--- src/design/gps_pkg.sv ---
// Shared types, register codes and window table arithmetic for the granular pitch shifter.
package gps_pkg;

    localparam int SAMPLE_W   = 16;
    localparam int PH_FRAC    = 12;
    localparam int PHASE_W    = 26;
    localparam int CFG_IDX_W  = 3;
    localparam int CFG_DATA_W = 24;

    localparam logic [16:0] WET_FULL = 17'd65536;

    typedef enum logic [CFG_IDX_W-1:0] {
        REG_WET_LEVEL      = 3'd0,
        REG_PITCH_STEP     = 3'd1,
        REG_GRAIN_LENGTH   = 3'd2,
        REG_SPAWN_INTERVAL = 3'd3,
        REG_OVERLAP_GAIN   = 3'd4,
        REG_LENGTH_RECIP   = 3'd5
    } t_reg_idx;

    typedef struct packed {
        logic [16:0] wet_level;
        logic [14:0] pitch_step;
        logic [13:0] grain_length;
        logic [15:0] spawn_interval;
        logic [15:0] overlap_gain;
        logic [23:0] length_reciprocal;
    } t_cfg;

    localparam logic [16:0] RST_WET_LEVEL      = 17'd32768;
    localparam logic [14:0] RST_PITCH_STEP     = 15'd4096;
    localparam logic [13:0] RST_GRAIN_LENGTH   = 14'd4410;
    localparam logic [15:0] RST_SPAWN_INTERVAL = 16'd1103;
    localparam logic [15:0] RST_OVERLAP_GAIN   = 16'd23170;
    localparam logic [23:0] RST_LENGTH_RECIP   = 24'd3804;

    // sin^2(pi*k/D) in Q1.15 by a Q30 Taylor series; D = 2^wb
    function automatic logic [15:0] hann_entry(input logic [31:0] k, input int wb);
        logic [63:0] one_q30;
        logic [63:0] pi_q30;
        logic [63:0] x;
        logic [63:0] u;
        logic [63:0] u2;
        logic [63:0] t;
        logic [63:0] s;
        logic [63:0] w;
        one_q30 = 64'd1 << 30;
        pi_q30  = 64'd3373259426;
        x = {32'd0, k} << (30 - wb);
        if (x > (one_q30 >> 1)) begin
            x = one_q30 - x;
        end
        u  = (x * pi_q30) >> 30;
        u2 = (u * u) >> 30;
        t  = one_q30 - u2 / 110;
        t  = one_q30 - ((u2 * t) >> 30) / 72;
        t  = one_q30 - ((u2 * t) >> 30) / 42;
        t  = one_q30 - ((u2 * t) >> 30) / 20;
        t  = one_q30 - ((u2 * t) >> 30) / 6;
        s  = (u * t) >> 30;
        w  = (s * s) >> 30;
        w  = (w + (64'd1 << 14)) >> 15;
        if (w > 64'd32768) begin
            w = 64'd32768;
        end
        return w[15:0];
    endfunction

endpackage

--- src/design/gps_cfg.sv ---
// Configuration register file with wet level limiting.
module gps_cfg
    import gps_pkg::*;
(
    input  logic                  i_clk,
    input  logic                  i_rst_n,
    input  logic                  i_we,
    input  logic [CFG_IDX_W-1:0]  i_index,
    input  logic [CFG_DATA_W-1:0] i_data,
    output t_cfg                  o_cfg
);

    t_cfg r_cfg;

    always_ff @(posedge i_clk) begin
        if (!i_rst_n) begin
            r_cfg.wet_level         <= RST_WET_LEVEL;
            r_cfg.pitch_step        <= RST_PITCH_STEP;
            r_cfg.grain_length      <= RST_GRAIN_LENGTH;
            r_cfg.spawn_interval    <= RST_SPAWN_INTERVAL;
            r_cfg.overlap_gain      <= RST_OVERLAP_GAIN;
            r_cfg.length_reciprocal <= RST_LENGTH_RECIP;
        end else if (i_we) begin
            case (t_reg_idx'(i_index))
                REG_WET_LEVEL:      r_cfg.wet_level         <= i_data[16:0];
                REG_PITCH_STEP:     r_cfg.pitch_step        <= i_data[14:0];
                REG_GRAIN_LENGTH:   r_cfg.grain_length      <= i_data[13:0];
                REG_SPAWN_INTERVAL: r_cfg.spawn_interval    <= i_data[15:0];
                REG_OVERLAP_GAIN:   r_cfg.overlap_gain      <= i_data[15:0];
                REG_LENGTH_RECIP:   r_cfg.length_reciprocal <= i_data[23:0];
                default: ;
            endcase
        end
    end

    // limit the mix to fully wet
    always_comb begin
        o_cfg = r_cfg;
        if (r_cfg.wet_level > WET_FULL) begin
            o_cfg.wet_level = WET_FULL;
        end
    end

endmodule

--- config.mk ---
export PLATFORM = sky130hd
export DESIGN_NAME = gps_cfg
export DESIGN_NICKNAME = d
export VERILOG_FILES = /design/src/design/gps_pkg.sv /design/src/design/gps_cfg.sv
export SDC_FILE = /design/constraint.sdc
export NUM_CORES = 1
export LEC_CHECK = 0
export BUFFER_PORTS_ARGS = -buffer_cell sky130_fd_sc_hd__buf_2
export CAP_MARGIN = 25
export CORE_AREA = 10 10 113 115
export CTS_CLUSTER_DIAMETER = 200
export CTS_CLUSTER_SIZE = 8
export DETAILED_ROUTE_END_ITERATION = 8
export DIE_AREA = 0 0 123 125
export PLACE_DENSITY = 0.69
export SLEW_MARGIN = 20
export SYNTH_ARGS = -nofsm -noshare
export SYNTH_HDL_FRONTEND = slang
export SYNTH_SLANG_ARGS = --single-unit
--- constraint.sdc ---
create_clock -name i_clk -period 3.86 [get_ports i_clk]
set_input_delay 0.386 -clock i_clk [delete_from_list [all_inputs] [get_ports i_clk]]
set_output_delay 0.386 -clock i_clk [all_outputs]
set_load 0.05 [all_outputs]
-- After elaboration in Yosys (flattened, before gate mapping)
Index checks and enable logic that the tools add are counted.
Widths: inputs -> output; s select.
- register bits after elaboration: 102
- output and inout bits: 102
- order comparisons: 1
- eq/ne operators: 5
- muxes and demuxes: 1
- reduce and logical (&&, ||, !) cells: 7
- operators by type and width (cell ; count):
    $gt 17x17->1 const B ; 1
    $mux 17 ; 1
    $reduce_and 2->1 ; 6
    $eq 3x2->1 const B ; 2
    $eq 3x3->1 const B ; 2
    $eq 3x1->1 const B ; 1
    $logic_not 3->1 ; 1

-- Longest topological paths before layout
- word-level depth: 2
- gate-level depth with buffers: 6
- depth with buffers taken out: 3

-- Worst setup path before layout
Ideal clock, no wire load.
- path kind: flip-flop to output port
- from: reg r_cfg[88] in the netlist's numbering
- to: out o_cfg[100] in the netlist's numbering
- arrival: 1.665 ns
- required time: 3.474 ns
- setup slack: 1.809 ns
- cell stages (with the launch flop): 4
- path buffers: 0
- cells stage by stage: dfxtp_1 nor4_1 a41oi_1 nor2b_1
- RTL lines (item ; RTL line ; source):
    start: declaration ; gps_cfg.sv:13 ; t_cfg r_cfg;
    end: declaration ; gps_cfg.sv:10 ; output t_cfg o_cfg

==> metrics.csv <==
stage,metric,value,unit
cells_and_area,area delta synth->final,6.04,%
timing,fin crit period,2.26,ns
clock_network,Clock Tree Root,clkbuf_8,
timing,slew margin rel.,37.6,%
critical_path,Crit Reg-Reg Startpoint,r_cfg[101],
min_path,worst hold path type,in2reg,
timing,final hold vios,0,
timing,fin crit share,58.6,%
synth,Post-Synthesis Cells,562,
pwr,VDD IR-drop max,201,uV
die,io pins,132,
timing,setup_tns,0,ns
synth,sequential-to-total area share from yosys stat,44.4,%
placed_design,# port buffers,131,
synth,Seq cells post-synth,102,
global_route,global-route wire length before repair,19100,um
cells_and_area,diode count,0,
timing,setup violators final,0,
clock_network,Bufs on Longest Clock Path,2,
clock_network,Post-CTS Setup Inserts,0,
clock_network,Clock Sinks,102,
min_path,hold path start,i_data[22],
synth,synth unique cells,22,
critical_path,WP data required,3.47,ns
synth,Synth Warn #,0,
min_path,hold path depth,3,
detailed_routing,DR DRC count,0,
critical_path,Critical Path AT,1.87,ns
die,starting density of the core,43.4,%
pwr,Tot Pwr,0.00208,W
synth,Post-synth EDFFs,0,
die,DIE AREA,0.0154,mm^2
run_status,status,completed,
detailed_routing,initial drt markers,217,
critical_path,CP startpoint kind,flip-flop,
critical_path,reg2reg setup slack,3.03,ns
synth,Synth Flop Type,dfxtp_1,
detailed_routing,Via density,4.85,
pwr,P_leak,2.12,nW
synth,Post-synth ARST share,0,%
cells_and_area,layout cell share with drive strength beyond 1,26.2,%
critical_path,Setup Crit Path Kind,reg2out,
clock_network,Max H-tree Level,3,
clock_network,clock-pin slew on the worst setup and hold paths,0.10,ns
detailed_routing,wire length per cell,17.4,um
placed_design,HPWL Detailed,9080,um
synth,synthesized area,0.00460,mm^2
clock_network,clock latency on the worst-skew pair,0.35,ns
cells_and_area,FILL cells,1068,
die,DIE HEIGHT,125,um
timing,Highest Clock Rate,0.442,GHz
die,Std-Cell Rows,38,
critical_path,R2R depth,2,
timing,clk_skew,0,ns
critical_path,Critical Path Fanout Max,10,
synth,"area leader, netlist",dfxtp_1,
clock_network,TritonCTS clock tree,done,
cells_and_area,Final #Nets,617,
timing,Slew @ Worst Pin,0.933,ns
detailed_routing,routed wire length,12700,um
clock_network,CTS Buf Count,9,
clock_network,post-CTS sizing,0,
synth,Syn Area/Cell,8.18,um^2
detailed_routing,Via Count,3551,
flow_run,maxcap violations,0,
synth,top cell type's share of synthesized area,44.4,%
synth,most numerous cell in the Yosys netlist,nand2_1,
critical_path,CP endpoint kind,output port,
synth,synth cell count leaders,"203 x nand2_1, 102 x dfxtp_1, 86 x buf_4",
die,CORE AREA,0.0106,mm^2
global_route,vias in the first global route,3317,
clock_network,Hold Buf Count CTS,0,
pwr,Cell Pwr Density,426,mW/mm^2
cells_and_area,Sequential Area,0.00204,mm^2
global_route,antenna violations before repair,0,
global_route,largest net degree at the start of global routing,71,
global_route,GRT Overall Usage,16.0,%
cells_and_area,area of the multi-input gates,0.00175,mm^2
timing,fin. max-slew vios,0,
timing,RSZ-0062 raised after global routing,no,
placed_design,gp weighted congestion,0.752,
synth,Syn Nets,592,
global_route,grt total ovfl,0,
detailed_routing,iteration count of the initial detailed-routing pass,4,
detailed_routing,Routed Antenna Nets,0,
die,chip width,123,um
critical_path,RR Endpoint,r_cfg[101],
synth,ranking of synthesized cells by area,"dfxtp_1 44%, nand2_1 17%, buf_4 14%",
min_path,hold endpoint,o_cfg[22],
[power by group]
part | switching [W] | total, W | internal, W
Sequential | 0.0000149 | 0.00109 | 0.00108
Clock | 0.000363 | 0.000728 | 0.000365
Combinational | 0.000191 | 0.000256 | 0.0000651
Total | 0.000568 | 0.00208 | 0.00151
[placed cells by master (no fill, tap or decap), drive strengths merged]
master,n
nand2,204
buf,134
dfxtp,102
a21boi,74
nand3,28
nor2b,16
clkbuf,10
nor4,4
and4bb,3
nand4bb,3
clkinv,3
and4b,2
nand4b,2
bufinv,2
inv,1
a41oi,1
nor4b,1
or4b,1
clkinvlp,1
[cell families (layout without fill, tap and decap cells)]
| group | Yosys count | in the layout | share of synthesized area, % |
|---|---|---|---|
| buf+inv | 121 | 151 | 17.6 |
| compound gates | 75 | 75 | 12.3 |
| flops | 102 | 102 | 44.4 |
| simple gates | 264 | 264 | 25.7 |
[per-stage QoR]
stage / setup slack, ns / util [%] / hold WS, ns / cell area (um^2) / std cells
floorplan: 1.81 / - / 0.435 / 4600 / 562
global placement: 1.89 / 43.7 / 0.439 / 4630 / 714
detailed placement: 1.83 / 43.7 / 0.448 / 4630 / 714
CTS: 1.57 / 45.7 / 0.254 / 4840 / 730
global route: 1.41 / 46.0 / 0.261 / 4870 / 732
finish: 1.60 / 46.0 / 0.272 / 4870 / 732
[worst max-delay path, cell delays in order (launching register included)]
cell and delay (ns):
dfxtp_1 0.34, nor4_1 0.32, a41oi_1 0.38, nor2b_1 0.21
buf_2 0.28
[sequential cells by signal, indices dropped and copies added (netlist names)]
| signal | count |
|---|---|
| o_cfg | 85 |
| r_cfg | 17 |
[how the worst max path moves through the flow]
stage                     from  slack (ns)         end
floorplan            r_cfg[88]        1.81  o_cfg[100]
global placement    i_index[1]        1.89   o_cfg[10]
detailed placement  i_index[1]        1.83    o_cfg[6]
CTS                  r_cfg[93]        1.57   o_cfg[97]
global route         r_cfg[88]        1.41   o_cfg[97]
finish               r_cfg[93]        1.60   o_cfg[97]
[per-layer routing]
layer	wire length, um	global-route usage, %	vias up
li1	-	-	1759
met1	5610	20.3	1671
met2	5960	25.3	109
met3	986	4.59	12
met4	183	5.28	0
met5	0	0	-
[final cells by class]
type,instances,area share [%]
Clock inverter,6,1.77
Tap cell,140,3.59
Sequential cell,102,41.9
Clock buffer,10,2.62
Multi-Input combinational cell,339,35.8
Inverter,1,0.0770
Timing Repair Buffer,134,14.2
(Power assumes the default switching activity.)
